[src/rtl/a2b_pkg.sv]
// ----------------------------------------------------------------------------
// a2b_pkg
// Shared types and constants for the length-prefixed to Annex B converter.
// ----------------------------------------------------------------------------
package a2b_pkg;

    // Stream widths
    localparam int IN_DATA_W  = 32;
    localparam int OUT_DATA_W = 8;
    localparam int OUT_USER_W = 4;
    localparam int PLEN_W     = 24;

    // Result status codes
    localparam logic [1:0] STATUS_OK         = 2'd0;
    localparam logic [1:0] STATUS_BAD_LEN    = 2'd1;
    localparam logic [1:0] STATUS_BAD_RECORD = 2'd2;
    localparam logic [1:0] STATUS_OVERFLOW   = 2'd3;

    // NAL unit types of interest
    localparam logic [4:0] NAL_TYPE_IDR = 5'd5;
    localparam logic [4:0] NAL_TYPE_SEI = 5'd6;

    // Record header bytes skipped after the first one
    localparam logic [15:0] REC_HEAD_BYTES = 16'd4;
    // Smallest remainder that can still hold a length field
    localparam logic [PLEN_W-1:0] MIN_NAL_SPAN = 24'd4;

    // Data source for store writes and output bytes
    typedef enum logic [2:0] {
        SEL_BYTE,
        SEL_ZERO,
        SEL_ONE,
        SEL_RAM,
        SEL_MARK
    } data_sel_t;

    // Controller to datapath
    typedef struct packed {
        logic       capture;
        logic       count_clr;
        logic       err_clr;
        logic       err_set;
        logic       rec_init;
        logic       smp_init;
        logic       ubl_dec;
        logic       ubl_hi;
        logic       ubl_lo;
        logic       units_load;
        logic       units_dec;
        logic       put;
        data_sel_t  put_sel;
        logic       sbl_dec;
        logic       len_shift;
        logic       len_clr;
        logic       nal_load;
        logic       nal_dec;
        logic       drop_load;
        logic       pidx_clr;
        logic       pidx_inc;
        logic       ram_rd;
        logic       out_load;
        data_sel_t  out_sel;
        logic       out_run_last;
        logic       out_end;
        logic [1:0] out_status;
    } a2b_cmd_t;

    // Datapath to controller
    typedef struct packed {
        logic       mode;
        logic       last;
        logic       plen_lt4;
        logic       ubl_one;
        logic       ubl_zero;
        logic       units_one;
        logic       byte_units_zero;
        logic       sbl_dec_lt4;
        logic       len_fourth;
        logic       len_bad;
        logic       nal_one;
        logic       type_idr;
        logic       type_sei;
        logic       dropped;
        logic [1:0] err;
        logic       pidx_end;
        logic       out_free;
    } a2b_stat_t;

endpackage

[src/rtl/a2b_ram.sv]
// ----------------------------------------------------------------------------
// a2b_ram
// Generic single-write, single-read RAM with registered read data.
// ----------------------------------------------------------------------------
module a2b_ram #(
    parameter int WIDTH = 8,
    parameter int DEPTH = 56,
    localparam int AW = (DEPTH > 1) ? $clog2(DEPTH) : 1
) (
    input  logic             clk,
    input  logic             we,
    input  logic [AW-1:0]    waddr,
    input  logic [WIDTH-1:0] wdata,
    input  logic             re,
    input  logic [AW-1:0]    raddr,
    output logic [WIDTH-1:0] rdata
);

    logic [WIDTH-1:0] mem [DEPTH];
    logic [WIDTH-1:0] rdata_reg;

    always_ff @(posedge clk) begin
        if (we) begin
            mem[waddr] <= wdata;
        end
        if (re) begin
            rdata_reg <= mem[raddr];
        end
    end

    assign rdata = rdata_reg;

endmodule

[src/rtl/a2b_dp.sv]
// ----------------------------------------------------------------------------
// a2b_dp
// Datapath: item capture, parse counters, parameter store and output register.
// ----------------------------------------------------------------------------
module a2b_dp import a2b_pkg::*; #(
    parameter int PARAM_STORE_BYTES = 56,
    parameter int LENGTH_BITS       = 24
) (
    input  logic                  aclk,
    input  logic                  aresetn,
    input  logic                  s_tuser,
    input  logic [IN_DATA_W-1:0]  s_tdata,
    input  logic                  s_tlast,
    output logic                  m_tvalid,
    input  logic                  m_tready,
    output logic [OUT_DATA_W-1:0] m_tdata,
    output logic [OUT_USER_W-1:0] m_tuser,
    output logic                  m_tlast,
    input  a2b_cmd_t              cmd,
    output a2b_stat_t             st
);

    localparam int CNT_W  = $clog2(PARAM_STORE_BYTES + 1);
    localparam int ADDR_W = $clog2(PARAM_STORE_BYTES);
    localparam int NAL_W  = (LENGTH_BITS < PLEN_W) ? LENGTH_BITS : PLEN_W;

    // captured item
    logic              mode_reg;
    logic [7:0]        byte_reg;
    logic [PLEN_W-1:0] plen_reg;
    logic              last_reg;

    logic [15:0]       ubl_reg;
    logic [4:0]        units_reg;
    logic [PLEN_W-1:0] sbl_reg;
    logic [NAL_W-1:0]  nal_reg;
    logic [1:0]        lencnt_reg;
    logic [23:0]       shift_reg;
    logic              dropped_reg;
    logic [CNT_W-1:0]  count_reg;
    logic [CNT_W-1:0]  pidx_reg;
    logic [1:0]        err_reg;

    logic                  m_tvalid_reg;
    logic [OUT_DATA_W-1:0] m_tdata_reg;
    logic [OUT_USER_W-1:0] m_tuser_reg;
    logic                  m_tlast_reg;

    logic [31:0]       len_word;
    logic [PLEN_W-1:0] sbl_after;
    logic              len_bad;
    logic              full;
    logic              wr_en;
    logic [7:0]        put_data;
    logic [7:0]        ram_rdata;
    logic [7:0]        out_byte;
    logic              out_valid;
    logic              out_free;

    assign len_word  = {shift_reg, byte_reg};
    assign sbl_after = (sbl_reg != '0) ? sbl_reg - PLEN_W'(1) : sbl_reg;
    assign len_bad   = (len_word == 32'd0) || (len_word > {8'd0, sbl_after})
                     || ((len_word >> LENGTH_BITS) != 32'd0);
    assign full      = count_reg >= CNT_W'(PARAM_STORE_BYTES);
    assign wr_en     = cmd.put && !full;
    assign out_free  = !m_tvalid_reg || m_tready;

    always_comb begin
        case (cmd.put_sel)
            SEL_ZERO: put_data = 8'h00;
            SEL_ONE:  put_data = 8'h01;
            default:  put_data = byte_reg;
        endcase
    end

    always_comb begin
        out_byte  = 8'h00;
        out_valid = 1'b1;
        case (cmd.out_sel)
            SEL_BYTE: out_byte = byte_reg;
            SEL_ZERO: out_byte = 8'h00;
            SEL_ONE:  out_byte = 8'h01;
            SEL_RAM:  out_byte = ram_rdata;
            default:  out_valid = 1'b0;
        endcase
    end

    a2b_ram #(
        .WIDTH (8),
        .DEPTH (PARAM_STORE_BYTES)
    ) u_store (
        .clk   (aclk),
        .we    (wr_en),
        .waddr (count_reg[ADDR_W-1:0]),
        .wdata (put_data),
        .re    (cmd.ram_rd),
        .raddr (pidx_reg[ADDR_W-1:0]),
        .rdata (ram_rdata)
    );

    // control state
    always_ff @(posedge aclk) begin
        if (!aresetn) begin
            ubl_reg      <= '0;
            units_reg    <= '0;
            sbl_reg      <= '0;
            nal_reg      <= '0;
            lencnt_reg   <= '0;
            dropped_reg  <= 1'b0;
            count_reg    <= '0;
            pidx_reg     <= '0;
            err_reg      <= STATUS_OK;
            m_tvalid_reg <= 1'b0;
        end else begin
            if (cmd.count_clr) begin
                count_reg <= '0;
            end else if (wr_en) begin
                count_reg <= count_reg + CNT_W'(1);
            end

            // first error of a record wins
            if (cmd.err_clr) begin
                err_reg <= STATUS_OK;
            end else if (cmd.err_set) begin
                err_reg <= STATUS_BAD_LEN;
            end else if (cmd.put && full && err_reg == STATUS_OK) begin
                err_reg <= STATUS_OVERFLOW;
            end

            if (cmd.rec_init) begin
                ubl_reg <= REC_HEAD_BYTES;
            end else if (cmd.ubl_dec) begin
                ubl_reg <= ubl_reg - 16'd1;
            end else if (cmd.ubl_hi) begin
                ubl_reg <= {byte_reg, 8'h00};
            end else if (cmd.ubl_lo) begin
                ubl_reg <= {ubl_reg[15:8], byte_reg};
            end

            if (cmd.rec_init) begin
                units_reg <= '0;
            end else if (cmd.units_load) begin
                units_reg <= byte_reg[4:0];
            end else if (cmd.units_dec) begin
                units_reg <= units_reg - 5'd1;
            end

            if (cmd.smp_init) begin
                sbl_reg <= plen_reg;
            end else if (cmd.sbl_dec) begin
                sbl_reg <= sbl_after;
            end

            if (cmd.smp_init) begin
                dropped_reg <= 1'b0;
            end else if (cmd.drop_load) begin
                dropped_reg <= st.type_sei;
            end

            if (cmd.len_clr) begin
                lencnt_reg <= '0;
            end else if (cmd.len_shift) begin
                lencnt_reg <= lencnt_reg + 2'd1;
            end

            if (cmd.nal_load) begin
                nal_reg <= len_word[NAL_W-1:0];
            end else if (cmd.nal_dec) begin
                nal_reg <= nal_reg - NAL_W'(1);
            end

            if (cmd.pidx_clr) begin
                pidx_reg <= '0;
            end else if (cmd.pidx_inc) begin
                pidx_reg <= pidx_reg + CNT_W'(1);
            end

            if (cmd.out_load) begin
                m_tvalid_reg <= 1'b1;
            end else if (m_tready) begin
                m_tvalid_reg <= 1'b0;
            end
        end
    end

    // payload
    always_ff @(posedge aclk) begin
        if (cmd.capture) begin
            mode_reg <= s_tuser;
            byte_reg <= s_tdata[7:0];
            plen_reg <= s_tdata[31:8];
            last_reg <= s_tlast;
        end
        if (cmd.len_shift) begin
            shift_reg <= {shift_reg[15:0], byte_reg};
        end
        if (cmd.out_load) begin
            m_tdata_reg <= out_byte;
            m_tuser_reg <= {cmd.out_status, cmd.out_run_last, out_valid};
            m_tlast_reg <= cmd.out_end;
        end
    end

    assign m_tvalid = m_tvalid_reg;
    assign m_tdata  = m_tdata_reg;
    assign m_tuser  = m_tuser_reg;
    assign m_tlast  = m_tlast_reg;

    always_comb begin
        st.mode            = mode_reg;
        st.last            = last_reg;
        st.plen_lt4        = plen_reg < MIN_NAL_SPAN;
        st.ubl_one         = ubl_reg == 16'd1;
        st.ubl_zero        = ubl_reg == 16'd0;
        st.units_one       = units_reg == 5'd1;
        st.byte_units_zero = byte_reg[4:0] == 5'd0;
        st.sbl_dec_lt4     = sbl_after < MIN_NAL_SPAN;
        st.len_fourth      = lencnt_reg == 2'd3;
        st.len_bad         = len_bad;
        st.nal_one         = nal_reg == NAL_W'(1);
        st.type_idr        = byte_reg[4:0] == NAL_TYPE_IDR;
        st.type_sei        = byte_reg[4:0] == NAL_TYPE_SEI;
        st.dropped         = dropped_reg;
        st.err             = err_reg;
        st.pidx_end        = pidx_reg == count_reg;
        st.out_free        = out_free;
    end

`ifndef NO_ASSERTIONS
    a_rd_in_range: assert property (@(posedge aclk) disable iff (!aresetn)
        cmd.ram_rd |-> (pidx_reg < count_reg))
        else $error("store read beyond filled entries");

    a_count_bound: assert property (@(posedge aclk) disable iff (!aresetn)
        count_reg <= CNT_W'(PARAM_STORE_BYTES))
        else $error("store fill count past capacity");

    a_overflow_flag: assert property (@(posedge aclk) disable iff (!aresetn)
        (cmd.put && full) |=> (err_reg != STATUS_OK))
        else $error("store overflow not flagged");
`endif

endmodule

[src/rtl/a2b_ctrl.sv]
// ----------------------------------------------------------------------------
// a2b_ctrl
// Controller: parse phase tracking and per-byte action sequencing.
// ----------------------------------------------------------------------------
module a2b_ctrl import a2b_pkg::*; (
    input  logic      aclk,
    input  logic      aresetn,
    input  logic      s_tvalid,
    output logic      s_tready,
    input  a2b_stat_t st,
    output a2b_cmd_t  cmd
);

    typedef enum logic [3:0] {
        P_IDLE        = 4'd0,
        P_REC_HEAD    = 4'd1,
        P_REC_NSPS    = 4'd2,
        P_REC_SLEN_HI = 4'd3,
        P_REC_SLEN_LO = 4'd4,
        P_REC_SDATA   = 4'd5,
        P_REC_NPPS    = 4'd6,
        P_REC_PLEN_HI = 4'd7,
        P_REC_PLEN_LO = 4'd8,
        P_REC_PDATA   = 4'd9,
        P_REC_TAIL    = 4'd10,
        P_SMP_LEN     = 4'd11,
        P_SMP_HDR     = 4'd12,
        P_SMP_BODY    = 4'd13,
        P_SMP_TAIL    = 4'd14
    } phase_t;

    typedef enum logic [3:0] {
        C_WAIT,
        C_START,
        C_BYTE,
        C_PUT,
        C_PRD,
        C_POUT,
        C_SC,
        C_BOUT,
        C_FIN
    } state_t;

    state_t     state_reg, state_next;
    phase_t     phase_reg, phase_next;
    logic [1:0] cnt_reg, cnt_next;
    logic       s_tready_reg;

    logic       in_record;
    logic       pps;
    logic       tail;
    logic [1:0] close_status;
    phase_t     unit_done_phase;
    phase_t     boundary_phase;

    always_comb begin
        in_record = phase_reg inside {[P_REC_HEAD:P_REC_TAIL]};
        pps       = phase_reg >= P_REC_NPPS;
        tail      = st.mode ? (phase_reg == P_SMP_TAIL) : (phase_reg == P_REC_TAIL);

        if (st.err != STATUS_OK) begin
            close_status = st.err;
        end else if (tail) begin
            close_status = STATUS_OK;
        end else begin
            close_status = st.mode ? STATUS_BAD_LEN : STATUS_BAD_RECORD;
        end

        if (st.units_one) begin
            unit_done_phase = pps ? P_REC_TAIL : P_REC_NPPS;
        end else begin
            unit_done_phase = pps ? P_REC_PLEN_HI : P_REC_SLEN_HI;
        end

        // a remainder too short for a length field is dropped as tail
        boundary_phase = st.sbl_dec_lt4 ? P_SMP_TAIL : P_SMP_LEN;
    end

    always_comb begin
        cmd         = '0;
        state_next  = state_reg;
        phase_next  = phase_reg;
        cnt_next    = cnt_reg;
        cmd.capture = s_tvalid && s_tready_reg;

        case (state_reg)
            C_WAIT: begin
                if (cmd.capture) begin
                    state_next = C_START;
                end
            end

            C_START: begin
                state_next = C_BYTE;
                if (!st.mode) begin
                    if (!in_record) begin
                        // first byte opens a record and is itself skipped
                        cmd.count_clr = 1'b1;
                        cmd.err_clr   = 1'b1;
                        cmd.rec_init  = 1'b1;
                        phase_next    = P_REC_HEAD;
                        state_next    = C_FIN;
                    end
                end else if (phase_reg < P_SMP_LEN) begin
                    cmd.count_clr = in_record;
                    cmd.err_clr   = 1'b1;
                    cmd.smp_init  = 1'b1;
                    cmd.len_clr   = 1'b1;
                    phase_next    = st.plen_lt4 ? P_SMP_TAIL : P_SMP_LEN;
                end
            end

            C_BYTE: begin
                state_next = C_FIN;
                if (!st.mode) begin
                    case (phase_reg)
                        P_REC_HEAD: begin
                            cmd.ubl_dec = 1'b1;
                            if (st.ubl_one) begin
                                phase_next = P_REC_NSPS;
                            end
                        end
                        P_REC_NSPS: begin
                            cmd.units_load = 1'b1;
                            phase_next = st.byte_units_zero ? P_REC_NPPS : P_REC_SLEN_HI;
                        end
                        P_REC_NPPS: begin
                            cmd.units_load = 1'b1;
                            phase_next = st.byte_units_zero ? P_REC_TAIL : P_REC_PLEN_HI;
                        end
                        P_REC_SLEN_HI: begin
                            cmd.ubl_hi = 1'b1;
                            phase_next = P_REC_SLEN_LO;
                        end
                        P_REC_PLEN_HI: begin
                            cmd.ubl_hi = 1'b1;
                            phase_next = P_REC_PLEN_LO;
                        end
                        P_REC_SLEN_LO, P_REC_PLEN_LO: begin
                            cmd.ubl_lo = 1'b1;
                            cnt_next   = 2'd0;
                            state_next = C_PUT;
                        end
                        P_REC_SDATA, P_REC_PDATA: begin
                            cmd.put     = 1'b1;
                            cmd.put_sel = SEL_BYTE;
                            cmd.ubl_dec = 1'b1;
                            if (st.ubl_one) begin
                                cmd.units_dec = 1'b1;
                                phase_next    = unit_done_phase;
                            end
                        end
                        default: begin
                        end
                    endcase
                end else begin
                    cmd.sbl_dec = 1'b1;
                    case (phase_reg)
                        P_SMP_LEN: begin
                            cmd.len_shift = 1'b1;
                            if (st.len_fourth) begin
                                if (st.len_bad) begin
                                    cmd.err_set = 1'b1;
                                    phase_next  = P_SMP_TAIL;
                                end else begin
                                    cmd.nal_load = 1'b1;
                                    phase_next   = P_SMP_HDR;
                                end
                            end
                        end
                        P_SMP_HDR: begin
                            cmd.drop_load = 1'b1;
                            cmd.nal_dec   = 1'b1;
                            if (st.nal_one) begin
                                cmd.len_clr = 1'b1;
                                phase_next  = boundary_phase;
                            end else begin
                                phase_next  = P_SMP_BODY;
                            end
                            if (!st.type_sei) begin
                                cmd.pidx_clr = 1'b1;
                                cnt_next     = 2'd0;
                                state_next   = st.type_idr ? C_PRD : C_SC;
                            end
                        end
                        P_SMP_BODY: begin
                            cmd.nal_dec = 1'b1;
                            if (st.nal_one) begin
                                cmd.len_clr = 1'b1;
                                phase_next  = boundary_phase;
                            end
                            if (!st.dropped) begin
                                state_next = C_BOUT;
                            end
                        end
                        default: begin
                        end
                    endcase
                end
            end

            C_PUT: begin
                // 00 00 00 01 ahead of each stored unit
                cmd.put     = 1'b1;
                cmd.put_sel = (cnt_reg == 2'd3) ? SEL_ONE : SEL_ZERO;
                cnt_next    = cnt_reg + 2'd1;
                if (cnt_reg == 2'd3) begin
                    state_next = C_FIN;
                    if (st.ubl_zero) begin
                        cmd.units_dec = 1'b1;
                        phase_next    = unit_done_phase;
                    end else begin
                        phase_next = (phase_reg == P_REC_PLEN_LO) ? P_REC_PDATA : P_REC_SDATA;
                    end
                end
            end

            C_PRD: begin
                if (st.pidx_end) begin
                    cnt_next   = 2'd0;
                    state_next = C_SC;
                end else begin
                    cmd.ram_rd = 1'b1;
                    state_next = C_POUT;
                end
            end

            C_POUT: begin
                if (st.out_free) begin
                    cmd.out_load = 1'b1;
                    cmd.out_sel  = SEL_RAM;
                    cmd.pidx_inc = 1'b1;
                    state_next   = C_PRD;
                end
            end

            C_SC: begin
                if (st.out_free) begin
                    cmd.out_load = 1'b1;
                    cmd.out_sel  = (cnt_reg == 2'd2) ? SEL_ONE : SEL_ZERO;
                    cnt_next     = cnt_reg + 2'd1;
                    if (cnt_reg == 2'd2) begin
                        state_next = C_BOUT;
                    end
                end
            end

            C_BOUT: begin
                if (st.out_free) begin
                    cmd.out_load     = 1'b1;
                    cmd.out_sel      = SEL_BYTE;
                    cmd.out_run_last = 1'b1;
                    cmd.out_end      = st.last;
                    cmd.out_status   = st.last ? close_status : STATUS_OK;
                    if (st.last) begin
                        cmd.err_clr = 1'b1;
                        phase_next  = P_IDLE;
                    end
                    state_next = C_WAIT;
                end
            end

            C_FIN: begin
                if (!st.last) begin
                    state_next = C_WAIT;
                end else if (st.out_free) begin
                    // bare marker closes a record, or a sample step without data
                    cmd.out_load     = 1'b1;
                    cmd.out_sel      = SEL_MARK;
                    cmd.out_run_last = 1'b1;
                    cmd.out_end      = 1'b1;
                    cmd.out_status   = close_status;
                    cmd.err_clr      = 1'b1;
                    cmd.count_clr    = !st.mode && (close_status != STATUS_OK);
                    phase_next       = P_IDLE;
                    state_next       = C_WAIT;
                end
            end

            default: begin
                state_next = C_WAIT;
            end
        endcase
    end

    always_ff @(posedge aclk) begin
        if (!aresetn) begin
            state_reg    <= C_WAIT;
            phase_reg    <= P_IDLE;
            cnt_reg      <= 2'd0;
            s_tready_reg <= 1'b0;
        end else begin
            state_reg    <= state_next;
            phase_reg    <= phase_next;
            cnt_reg      <= cnt_next;
            s_tready_reg <= (state_next == C_WAIT);
        end
    end

    assign s_tready = s_tready_reg;

`ifndef NO_ASSERTIONS
    a_put_in_record: assert property (@(posedge aclk) disable iff (!aresetn)
        cmd.put |-> !st.mode)
        else $error("store write outside record mode");

    a_load_when_free: assert property (@(posedge aclk) disable iff (!aresetn)
        cmd.out_load |-> st.out_free)
        else $error("output register overwritten");

    a_close_to_idle: assert property (@(posedge aclk) disable iff (!aresetn)
        (cmd.out_load && cmd.out_end) |=> (phase_reg == P_IDLE))
        else $error("parse phase not idle after close");
`endif

endmodule

[src/rtl/avcc_to_annexb_converter.sv]
// ----------------------------------------------------------------------------
// avcc_to_annexb_converter
// Byte-serial H.264 length-prefixed (avcC) to Annex B converter.
// ----------------------------------------------------------------------------
//  channel  | dir | tdata                        | tuser                        | tlast
//  s_ input | in  | [7:0] in_byte, [31:8] pkt len| mode (0 record, 1 sample)    | last_byte
//  m_ result| out | [7:0] out_byte               | [0] byte_valid, [1] run_last,| packet_end
//           |     |                              | [3:2] status                 |
//
// Each input byte is fully processed before the next is accepted. The low byte of a
// parameter set size writes a four-byte start code into the store one byte per
// cycle; an IDR header byte first sends every stored parameter byte (registered
// store read, then output register load). The controller sequences one action per
// cycle except where a stalled m_tready holds it at its next output load. Reset:
// synchronous, active low; the parameter set is empty after it.
// ----------------------------------------------------------------------------
module avcc_to_annexb_converter import a2b_pkg::*; #(
    parameter int PARAM_STORE_BYTES = 56,
    parameter int LENGTH_BITS       = 24
) (
    input  logic                  aclk,
    input  logic                  aresetn,
    input  logic                  s_tvalid,
    output logic                  s_tready,
    input  logic [IN_DATA_W-1:0]  s_tdata,   // [7:0] in_byte, [31:8] packet_length
    input  logic                  s_tuser,   // [0] mode
    input  logic                  s_tlast,
    output logic                  m_tvalid,
    input  logic                  m_tready,
    output logic [OUT_DATA_W-1:0] m_tdata,   // [7:0] out_byte
    output logic [OUT_USER_W-1:0] m_tuser,   // [0] byte_valid, [1] run_last, [3:2] status
    output logic                  m_tlast
);

    a2b_cmd_t  cmd;
    a2b_stat_t st;

    a2b_ctrl u_ctrl (
        .aclk     (aclk),
        .aresetn  (aresetn),
        .s_tvalid (s_tvalid),
        .s_tready (s_tready),
        .st       (st),
        .cmd      (cmd)
    );

    a2b_dp #(
        .PARAM_STORE_BYTES (PARAM_STORE_BYTES),
        .LENGTH_BITS       (LENGTH_BITS)
    ) u_dp (
        .aclk     (aclk),
        .aresetn  (aresetn),
        .s_tuser  (s_tuser),
        .s_tdata  (s_tdata),
        .s_tlast  (s_tlast),
        .m_tvalid (m_tvalid),
        .m_tready (m_tready),
        .m_tdata  (m_tdata),
        .m_tuser  (m_tuser),
        .m_tlast  (m_tlast),
        .cmd      (cmd),
        .st       (st)
    );

endmodule

[config.mk]
export PLATFORM = sky130hd
export DESIGN_NAME = avcc_to_annexb_converter
export DESIGN_NICKNAME = d
export VERILOG_FILES = /design/src/rtl/a2b_pkg.sv /design/src/rtl/a2b_ram.sv /design/src/rtl/a2b_dp.sv /design/src/rtl/a2b_ctrl.sv /design/src/rtl/avcc_to_annexb_converter.sv
export SDC_FILE = /design/constraint.sdc
export NUM_CORES = 1
export LEC_CHECK = 0
export BUFFER_PORTS_ARGS = -buffer_cell sky130_fd_sc_hd__buf_2
export CAP_MARGIN = 20
export CORE_ASPECT_RATIO = 1.1
export CORE_MARGIN = 5
export CORE_UTILIZATION = 60
export DETAILED_ROUTE_END_ITERATION = 16
export PLACE_DENSITY = 0.8
export SYNTH_ARGS = -nofsm -noshare
export SYNTH_HDL_FRONTEND = slang
export SYNTH_HIERARCHICAL = 1
export SYNTH_SLANG_ARGS = --single-unit
[constraint.sdc]
create_clock -name aclk -period 9.97 [get_ports aclk]
set_clock_uncertainty 0.2 [all_clocks]
set_input_delay 0.997 -clock aclk [delete_from_list [all_inputs] [get_ports aclk]]
set_output_delay 0.997 -clock aclk [all_outputs]
set_load 0.05 [all_outputs]
==> report_table.html, run 1 <==
<table>
<tr><th>Metric</th><th>Value</th></tr>
<tr><th colspan="2">Global routing</th></tr>
<tr><td>Initial antenna violation count</td><td>1</td></tr>
<tr><td>Via count of the first global-routing pass</td><td>16760</td></tr>
<tr><td>Overall Global Routing Usage</td><td>25.08%</td></tr>
<tr><td>Pin count of the biggest net entering global routing</td><td>70</td></tr>
<tr><td>Congestion Overflow GR</td><td>0</td></tr>
<tr><td>Wire length of the first global-routing pass</td><td>roughly 100000 um</td></tr>
<tr><th colspan="2">Timing</th></tr>
<tr><td>Total of endpoints with negative setup slack in the final report</td><td>0</td></tr>
<tr><td>Worst rel slew slack</td><td>between 20% and 30%</td></tr>
<tr><td>Final hold viol count</td><td>0</td></tr>
<tr><td>Max-slew violation total from the final report</td><td>0</td></tr>
<tr><td>Portion of the clock cycle consumed by the worst path in the final layout</td><td>between 50% and 60%</td></tr>
<tr><td>Final period demand of the worst path</td><td>5.116 ns</td></tr>
<tr><td>Setup TNS Final</td><td>0 ns</td></tr>
<tr><td>Min Hold Slack</td><td>0.2873 ns</td></tr>
<tr><td>Maximum frequency from static timing analysis</td><td>195.5 MHz</td></tr>
<tr><td>Unrepaired setup endpoints after global routing</td><td>no</td></tr>
<tr><td>Pin slew with the least headroom to its limit</td><td>1.091 ns</td></tr>
<tr><th colspan="2">Cells and area</th></tr>
<tr><td>Final Instance Area</td><td>30550 um^2</td></tr>
<tr><td>Fraction of layout cells with a size suffix above 1</td><td>roughly 15%</td></tr>
<tr><td>Fillcell total</td><td>3064</td></tr>
<tr><td>Finished Layout Cells</td><td>2638</td></tr>
<tr><td>Area Overhead vs Synth</td><td>9.805%</td></tr>
<tr><td>Number of flip-flops under the largest register name</td><td>448</td></tr>
<tr><td>Final layout net count</td><td>2075</td></tr>
<tr><td>Antenna diode instance count</td><td>0</td></tr>
<tr><td>Register with the most flip-flops</td><td>u_dp/u_store/mem</td></tr>
<tr><th colspan="2">Pwr</th></tr>
<tr><td>Power per cell area</td><td>182.6 nW/um^2</td></tr>
<tr><td>Share of power burned in combinational logic</td><td>under 10%</td></tr>
<tr><td>Switching Share</td><td>23.08%</td></tr>
<tr><td>Total leakage power</td><td>around 10 nW</td></tr>
<tr><td>Net switching power of the design</td><td>between 1 and 1.5 mW</td></tr>
<tr><td>Int Pwr</td><td>4.290 mW</td></tr>
<tr><td>Worst IR drop on VDD</td><td>0.2385 mV</td></tr>
<tr><td>Reg power frac</td><td>51.6%</td></tr>
<tr><td>Share of total power in the clock network</td><td>40.8%</td></tr>
<tr><th colspan="2">Clock network</th></tr>
<tr><td>CTS resizes</td><td>0</td></tr>
<tr><td>H-Tree Level Count</td><td>2</td></tr>
<tr><td>Maximum clock path buffer count</td><td>3</td></tr>
<tr><td>Master cell of the clock root buffer</td><td>clkbuf_16</td></tr>
<tr><td>CTS clock-pin slew for the worst setup and hold paths</td><td>0.07 ns</td></tr>
<tr><td>Clock tree from TritonCTS</td><td>done</td></tr>
<tr><td>Buffer count from post-CTS setup fixing</td><td>0</td></tr>
<tr><td>Insertion delay of the later-clocked pin in the worst-skew pair</td><td>roughly 0.65 ns</td></tr>
<tr><td>CTS Buf Count</td><td>59</td></tr>
<tr><td>Cts-stage hold buffer count</td><td>0</td></tr>
<tr><td>Sink count of the clock tree</td><td>625</td></tr>
<tr><th colspan="2">Placed design</th></tr>
<tr><td>GP Congestion</td><td>0.8987</td></tr>
<tr><td>Number of cells after detailed placement</td><td>roughly 2500</td></tr>
<tr><td>Number of I/O port buffers</td><td>52</td></tr>
<tr><td>Placed Instance Area</td><td>28520 um^2</td></tr>
<tr><td>HPWL reported at the end of detailed placement</td><td>41750 um</td></tr>
<tr><th colspan="2">Worst setup path</th></tr>
<tr><td>CP required</td><td>10.25 ns</td></tr>
<tr><td>Critical path arrival</td><td>roughly 5.4 ns</td></tr>
<tr><td>Endpoint kind of the worst setup timing path</td><td>flip-flop</td></tr>
<tr><td>Crit path max fanout</td><td>29</td></tr>
<tr><td>Setup slack of the worst register-to-register path</td><td>4.85 ns</td></tr>
<tr><td>Nature of the critical path startpoint</td><td>flip-flop</td></tr>
<tr><td>Class of the most critical setup path</td><td>reg -&gt; reg</td></tr>
<tr><th colspan="2">Flow run</th></tr>
<tr><td>Number of violations of the max-capacitance limit</td><td>0</td></tr>
<tr><th colspan="2">Floorplanning</th></tr>
<tr><td>Die Width</td><td>between 200 and 250 um</td></tr>
<tr><td>Num ports</td><td>53</td></tr>
<tr><td>Height of the die</td><td>235.8 um</td></tr>
<tr><td>Area inside the core boundary</td><td>45760 um^2</td></tr>
<tr><td>Die Area</td><td>50780 um^2</td></tr>
<tr><td>Number of placement rows</td><td>slightly above 80</td></tr>
<tr><td>Starting density of the core</td><td>60.80%</td></tr>
<tr><th colspan="2">Detailed routing</th></tr>
<tr><td>Average wire per cell in the routed design</td><td>24.74 um</td></tr>
<tr><td>Number of antenna-violating nets in the routed design</td><td>0</td></tr>
<tr><td>Via-per-instance ratio</td><td>6.542</td></tr>
<tr><td>Routed Wire Length</td><td>between 60000 and 70000 um</td></tr>
<tr><td>Number of design rule violations left after detail routing</td><td>0</td></tr>
<tr><td>Via count of the routed design</td><td>17260</td></tr>
<tr><td>Iteration-0 DRC Markers</td><td>a little over 2000</td></tr>
<tr><td>Pre-antenna DRT Iters</td><td>6</td></tr>
<tr><th colspan="2">Yosys</th></tr>
<tr><td>Mapped Nets</td><td>2044</td></tr>
<tr><td>Synth Flop Type</td><td>edfxtp_1</td></tr>
<tr><td>Cell accounting for the most synthesized area</td><td>edfxtp_1</td></tr>
<tr><td>Total of warnings raised by yosys</td><td>6</td></tr>
<tr><td>Post-Synthesis Mean Instance Area</td><td>14.14 um^2</td></tr>
<tr><td>Synth cell types</td><td>86</td></tr>
<tr><td>Fraction of the yosys area taken by sequential cells</td><td>a little under two thirds</td></tr>
<tr><td>Async set-reset flop share out of synthesis</td><td>0%</td></tr>
<tr><td>Post-synthesis instance total</td><td>1968</td></tr>
<tr><td>Number of flip-flops and latches in the synthesized netlist</td><td>625</td></tr>
<tr><td>Area share of the largest cell type after synthesis</td><td>56.89%</td></tr>
<tr><td>Post-Syn Area</td><td>27820 um^2</td></tr>
<tr><td>Number of enable-type register cells in the synthesized netlist</td><td>527</td></tr>
<tr><td>Top cells by area, synth</td><td>edfxtp_1 57%, dfxtp_1 7.1%, mux4_2 6.1%</td></tr>
<tr><th colspan="2">Status</th></tr>
<tr><td>Outcome</td><td>finished, final reports clean</td></tr>
<tr><th colspan="2">Worst hold path</th></tr>
<tr><td>Type of the worst min-delay path</td><td>reg -&gt; reg</td></tr>
</table>
## stage by stage
step	utilization (%)	setup WS, ns	total power, mW
2_1_floorplan	-	5.288	3.220
3_3_place_gp	62.22	5.099	3.336
3_5_place_dp	62.32	4.942	3.348
4_1_cts	66.68	4.909	5.607
5_1_grt	66.76	4.340	5.770
6_report	66.76	4.854	5.578
## per-layer routing
metal	global-route usage [%]	up-vias	wire length, um
met5	0	-	0
met4	7.876	0	2361
met3	4.168	177	4824
met2	42.86	864	32680
met1	33.39	8583	25410
li1	-	7635	-
## cells by family after synthesis
group                    after synthesis  synth area share [%]
AO/OA/AOI/OAI                        299                 6.832
XOR/XNOR                              88                 2.824
adder cells (fa/ha/maj)               38                 1.709
buffers and inverters                156                 2.932
flip-flops                           625                 63.94
multiplexers                         183                 11.06
other                                  1               0.01348
AND/OR/NAND/NOR                      578                 10.70
## cell usage after synthesis (26+ instances only)
cell type / instances
a21oi_1: 73
and2_1: 26
clkbuf_1: 68
dfxtp_1: 98
edfxtp_1: 527
ha_1: 38
inv_1: 35
mux2i_1: 80
mux4_2: 75
nand2_1: 98
nand3_1: 34
nand4_1: 27
nor2_1: 175
nor3_1: 52
nor4_1: 34
o21ai_0: 91
xnor2_1: 45
xor2_1: 42
## critical path, cell delays in order, from the launching register on
cell       delay, ns
dfxtp_1         0.42
inv_1           0.09
ha_1            0.22
nor4b_1         0.15
and3_1          0.27
a211oi_1        0.47
nand2_1         0.28
nor2_1          0.19
xnor2_1         0.17
ha_1            0.28
nand4_1         0.10
nor2_1          0.08
a311oi_1        0.30
o2111ai_1       0.14
a31oi_1         0.20
o21ai_0         0.12
o311a_1         0.20
nor2_1          0.12
buf_4           0.22
inv_1           0.35
o21ai_0         0.30
a21oi_1         0.07
## power groups by stage
stage,logic [mW],clock network [mW],registers (mW)
finish,0.421,2.28,2.88
global route,0.467,2.42,2.88
CTS,0.415,2.31,2.88
detailed placement,0.414,0,2.93
global placement,0.402,0,2.93
floorplan,0.298,0,2.92
## path summary, 6_finish.rpt
path	depth (start not counted)	startpoint	to
max	21	u_dp/sbl_reg[0]	u_dp/nal_reg[20]
min	2	u_ctrl/cnt_reg[0]	u_ctrl/cnt_reg[0]
max reg2reg	21	u_dp/sbl_reg[0]	u_dp/nal_reg[20]
min reg2reg	2	u_ctrl/cnt_reg[0]	u_ctrl/cnt_reg[0]
## final cells by class
cell class	count	area, um^2	area share (%)
sequential	625	17800	58.26
clock buffer	71	1531	5.014
tap	588	735.7	2.408
inverter	35	131.4	0.4301
multi-input combinational	1187	9299	30.44
timing repair buffer	91	590.6	1.933
clock inverter	41	462.9	1.516
## layout by cell type (no fill, tap or decap), drive strengths merged, types with 12 or more instances in the layout
cell type	n
nand2b	25
xor2	42
o21ai	91
mux4	93
nand3	34
mux2i	80
a21oi	73
xnor2	45
ha	38
nor4	35
or4	12
dfxtp	98
buf	90
nor3	53
a211oi	22
nor2b	22
a22oi	17
nand2	99
and2	26
clkinv	28
clkbuf	72
inv	37
nand4	28
edfxtp	527
nor2	175
or3	16
(Power assumes the default switching activity.)
==> inputs of run 2 (changes only) <==
--- a/config.mk
+++ b/config.mk
@@ -9,9 +9,9 @@
 export CAP_MARGIN = 20
 export CORE_ASPECT_RATIO = 1.1
 export CORE_MARGIN = 5
-export CORE_UTILIZATION = 60
+export CORE_UTILIZATION = 57
 export DETAILED_ROUTE_END_ITERATION = 16
-export PLACE_DENSITY = 0.8
+export PLACE_DENSITY = 0.79
 export SYNTH_ARGS = -nofsm -noshare
 export SYNTH_HDL_FRONTEND = slang
 export SYNTH_HIERARCHICAL = 1
==> constraint.sdc (replaced) <==
create_clock -name aclk -period 4.3 [get_ports aclk]
set_clock_uncertainty 0.2 [all_clocks]
set_input_delay 0.43 -clock aclk [delete_from_list [all_inputs] [get_ports aclk]]
set_output_delay 0.43 -clock aclk [all_outputs]
set_load 0.05 [all_outputs]
==> run 2 against run 1 <==
Net effect:
- global-route usage down 0.083 points
- clock-buffer cell count is 1 higher
- setup slack got worse by 4.6 ns
- design area up 4.2%
- maximum frequency rose by 25%
- core utilization fell by 1.3 points
- sequential power up 130%
- clock power rose by 130%
- hold slack worse by 0.11 ns
- non-clock buffer count increased by 135
- power rose by 140%
- combinational power increased to 2.9 times the previous value
==> report_table.html, run 2 (same netlist as run 1, synthesis figures left out) <==
<table>
<tr><th>Metric</th><th>Value</th></tr>
<tr><th colspan="2">Status</th></tr>
<tr><td>Outcome</td><td>finished, final reports clean (unchanged)</td></tr>
<tr><th colspan="2">Pwr</th></tr>
<tr><td>Switching Share</td><td>22.97% (was 23.08%)</td></tr>
<tr><td>Sum of internal, switching and leakage power</td><td>13.13 mW (was 5.578 mW)</td></tr>
<tr><td>Reg power frac</td><td>50.6% (was 51.6%)</td></tr>
<tr><td>Total leakage power</td><td>10.54 nW (was 9.842 nW)</td></tr>
<tr><td>Int Pwr</td><td>10.11 mW (was 4.290 mW)</td></tr>
<tr><td>Power per cell area</td><td>412.4 nW/um^2 (was 182.6 nW/um^2)</td></tr>
<tr><td>Share of power burned in combinational logic</td><td>9.1% (was 7.5%)</td></tr>
<tr><td>Net switching power of the design</td><td>3.014 mW (was 1.288 mW)</td></tr>
<tr><td>Worst IR drop on VDD</td><td>0.3658 mV (was 0.2385 mV)</td></tr>
<tr><td>Share of total power in the clock network</td><td>40.2% (was 40.8%)</td></tr>
<tr><th colspan="2">Global routing</th></tr>
<tr><td>Initial antenna violation count</td><td>0 (was 1)</td></tr>
<tr><td>Via count of the first global-routing pass</td><td>18000 (was 16760)</td></tr>
<tr><td>Pin count of the biggest net entering global routing</td><td>57 (was 70)</td></tr>
<tr><td>Overall Global Routing Usage</td><td>24.99% (was 25.08%)</td></tr>
<tr><td>Congestion Overflow GR</td><td>0 (unchanged)</td></tr>
<tr><td>Wire length of the first global-routing pass</td><td>103400 um (was 99680 um)</td></tr>
<tr><th colspan="2">Cells and area</th></tr>
<tr><td>Register with the most flip-flops</td><td>u_dp/u_store/mem (unchanged)</td></tr>
<tr><td>Final layout net count</td><td>2210 (was 2075)</td></tr>
<tr><td>Fraction of layout cells with a size suffix above 1</td><td>19.03% (was 14.93%)</td></tr>
<tr><td>Number of flip-flops under the largest register name</td><td>448 (unchanged)</td></tr>
<tr><td>Antenna diode instance count</td><td>0 (unchanged)</td></tr>
<tr><td>Final core utilization</td><td>65.49% (was 66.76%)</td></tr>
<tr><td>Fillcell total</td><td>3326 (was 3064)</td></tr>
<tr><td>Commonest cells after routing, fill and taps aside</td><td>527 x edfxtp_1, 172 x nor2_1, 135 x buf_4 (was 527 x edfxtp_1, 173 x nor2_1, 98 x nand2_1)</td></tr>
<tr><td>Area Overhead vs Synth</td><td>14.41% (was 9.805%)</td></tr>
<tr><td>Leading cell type in the layout, fill and taps excluded</td><td>edfxtp_1 (unchanged)</td></tr>
<tr><th colspan="2">Worst setup path</th></tr>
<tr><td>CP required</td><td>4.64 ns (was 10.25 ns)</td></tr>
<tr><td>Crit path max fanout</td><td>19 (was 29)</td></tr>
<tr><td>R2R Path Start</td><td>u_dp/sbl_reg[1] (was u_dp/sbl_reg[0])</td></tr>
<tr><td>Beginning of the critical path</td><td>u_dp/sbl_reg[1] (was u_dp/sbl_reg[0])</td></tr>
<tr><td>Endpoint kind of the worst setup timing path</td><td>flip-flop (unchanged)</td></tr>
<tr><td>Nature of the critical path startpoint</td><td>flip-flop (unchanged)</td></tr>
<tr><td>Critical path arrival</td><td>4.42 ns (was 5.40 ns)</td></tr>
<tr><td>Class of the most critical setup path</td><td>reg -&gt; reg (unchanged)</td></tr>
<tr><th colspan="2">Placed design</th></tr>
<tr><td>GP Congestion</td><td>0.9354 (was 0.8987)</td></tr>
<tr><td>HPWL reported at the end of detailed placement</td><td>43030 um (was 41750 um)</td></tr>
<tr><td>Number of I/O port buffers</td><td>52 (unchanged)</td></tr>
<tr><th colspan="2">Worst hold path</th></tr>
<tr><td>Start point of the worst hold path</td><td>aresetn (was u_ctrl/cnt_reg[0])</td></tr>
<tr><td>Type of the worst min-delay path</td><td>in -&gt; reg (was reg -&gt; reg)</td></tr>
<tr><th colspan="2">Floorplanning</th></tr>
<tr><td>Height of the die</td><td>241.7 um (was 235.8 um)</td></tr>
<tr><td>Area inside the core boundary</td><td>48600 um^2 (was 45760 um^2)</td></tr>
<tr><td>Number of placement rows</td><td>85 (was 82)</td></tr>
<tr><td>Num ports</td><td>53 (unchanged)</td></tr>
<tr><td>Die Area</td><td>53330 um^2 (was 50780 um^2)</td></tr>
<tr><td>Starting density of the core</td><td>57.24% (was 60.80%)</td></tr>
<tr><td>Die Width</td><td>220.6 um (was 215.3 um)</td></tr>
<tr><th colspan="2">Detailed routing</th></tr>
<tr><td>Via-per-instance ratio</td><td>6.268 (was 6.542)</td></tr>
<tr><td>Number of design rule violations left after detail routing</td><td>0 (unchanged)</td></tr>
<tr><td>Number of antenna-violating nets in the routed design</td><td>0 (unchanged)</td></tr>
<tr><td>Iteration-0 DRC Markers</td><td>1853 (was 2044)</td></tr>
<tr><td>Routed Wire Length</td><td>67260 um (was 65270 um)</td></tr>
<tr><td>Average wire per cell in the routed design</td><td>23.78 um (was 24.74 um)</td></tr>
<tr><td>Pre-antenna DRT Iters</td><td>7 (was 6)</td></tr>
<tr><td>Via count of the routed design</td><td>17730 (was 17260)</td></tr>
<tr><th colspan="2">Clock network</th></tr>
<tr><td>Master cell of the clock root buffer</td><td>clkbuf_16 (unchanged)</td></tr>
<tr><td>Clock tree from TritonCTS</td><td>done (unchanged)</td></tr>
<tr><td>Maximum clock path buffer count</td><td>3 (unchanged)</td></tr>
<tr><td>H-Tree Level Count</td><td>2 (unchanged)</td></tr>
<tr><td>CTS clock-pin slew for the worst setup and hold paths</td><td>0.06 ns (was 0.07 ns)</td></tr>
<tr><td>Sink count of the clock tree</td><td>625 (unchanged)</td></tr>
<tr><td>Insertion delay of the later-clocked pin in the worst-skew pair</td><td>0.64 ns (was 0.65 ns)</td></tr>
<tr><td>CTS Buf Count</td><td>59 (unchanged)</td></tr>
<tr><th colspan="2">Timing</th></tr>
<tr><td>Total of endpoints with negative setup slack in the final report</td><td>0 (unchanged)</td></tr>
<tr><td>Pin slew with the least headroom to its limit</td><td>1.100 ns (was 1.091 ns)</td></tr>
<tr><td>Maximum frequency from static timing analysis</td><td>245.0 MHz (was 195.5 MHz)</td></tr>
<tr><td>Worst rel slew slack</td><td>25.99% (was 26.58%)</td></tr>
<tr><td>Max-slew violation total from the final report</td><td>0 (unchanged)</td></tr>
<tr><td>Final period demand of the worst path</td><td>4.081 ns (was 5.116 ns)</td></tr>
<tr><td>Final hold viol count</td><td>0 (unchanged)</td></tr>
<tr><td>Portion of the clock cycle consumed by the worst path in the final layout</td><td>94.91% (was 51.31%)</td></tr>
<tr><th colspan="2">Flow run</th></tr>
<tr><td>Number of violations of the max-capacitance limit</td><td>0 (unchanged)</td></tr>
</table>
[run 2: changes by cell type in the layout (fill, tap and decap cells not counted), sizes merged]
cell,change
clkinv,-9
buf,+102
dlygate4sd3,+34
bufinv,+1
inv,-2
[run 2: per-stage QoR]
| stage | hold slack [ns] | setup TNS [ns] | setup WS, ns | instances | area (um^2) |
|---|---|---|---|---|---|
| floorplan | 0.2244 | 0 | 0.01994 | 1968 | 27850 |
| global placement | 0.2620 | 0 | 0.07329 | 2685 | 29370 |
| detailed placement | 0.2876 | -1.854 | -0.1604 | 2685 | 29370 |
| CTS | 0.1360 | 0 | 0.01355 | 2822 | 31680 |
| global route | 0.1866 | -0.1067 | -0.02258 | 2828 | 31830 |
| finish | 0.1727 | 0 | 0.2189 | 2828 | 31830 |
[run 2: per-layer routing]
layer	up-vias	share of wire, %	GRT usage, %	routed length (um)
met4	0	3.8	9.341	2532
met3	177	7.4	4.716	4957
met2	803	51	42.89	34470
met1	8840	38	31.71	25300
li1	7905	-	-	-
met5	-	0	0	0
[run 2: path summary, 6_finish.rpt]
kind                            slack [ns]  cells past startpoint                 to
worst max register to register        0.22                     18    u_dp/nal_reg[7]
worst min-delay path                  0.17                      3   u_dp/nal_reg[14]
worst min register to register        0.29                      2  u_ctrl/cnt_reg[0]
worst max-delay path                  0.22                     18    u_dp/nal_reg[7]
[run 2: area by class of cell]
cell class	count	area, um^2	area share (%)
clock buffers	72	1545	4.855
repair buffers	226	1709	5.370
multi-input cells	1187	9410	29.57
clock inverters	31	417.9	1.313
well taps	652	815.8	2.563
flip-flops and latches	625	17800	55.91
inverters	35	133.9	0.4206
[run 2: power groups by stage]
stage                     combinational, mW  sequential (mW)  clock (mW)
final                                  1.20             6.65        5.28
after floorplan                       0.705             6.77           0
after detailed placement               1.10             6.77           0
after global routing                   1.30             6.65        5.63
after global placement                 1.07             6.77           0
after CTS                              1.14             6.64        5.35
[run 2: what timing repair did]
item / 4_1_cts / 5_1_grt
gates cloned: 0 / 0
gates resized for setup: 3 / 18
buffers inserted: 0 / 3
hold buffers: 34 / 0
endpoints found under the setup margin: 17 / 26
pin swaps: 0 / 4
hold endpoints to repair: 34 / 0
[run 2: critical path: stages, from the launching register on]
cell	delay, ns
dfxtp_1	0.33
inv_1	0.09
ha_1	0.20
or4b_2	0.63
nor4_2	0.21
o21ai_0	0.16
xor2_1	0.23
ha_1	0.29
nand2_1	0.06
nor2_1	0.05
a2111oi_2	0.34
o21ai_0	0.16
o211ai_1	0.11
nand4b_1	0.15
o311a_4	0.18
nor2_4	0.16
buf_8	0.17
o21ai_0	0.10
and2_1	0.16
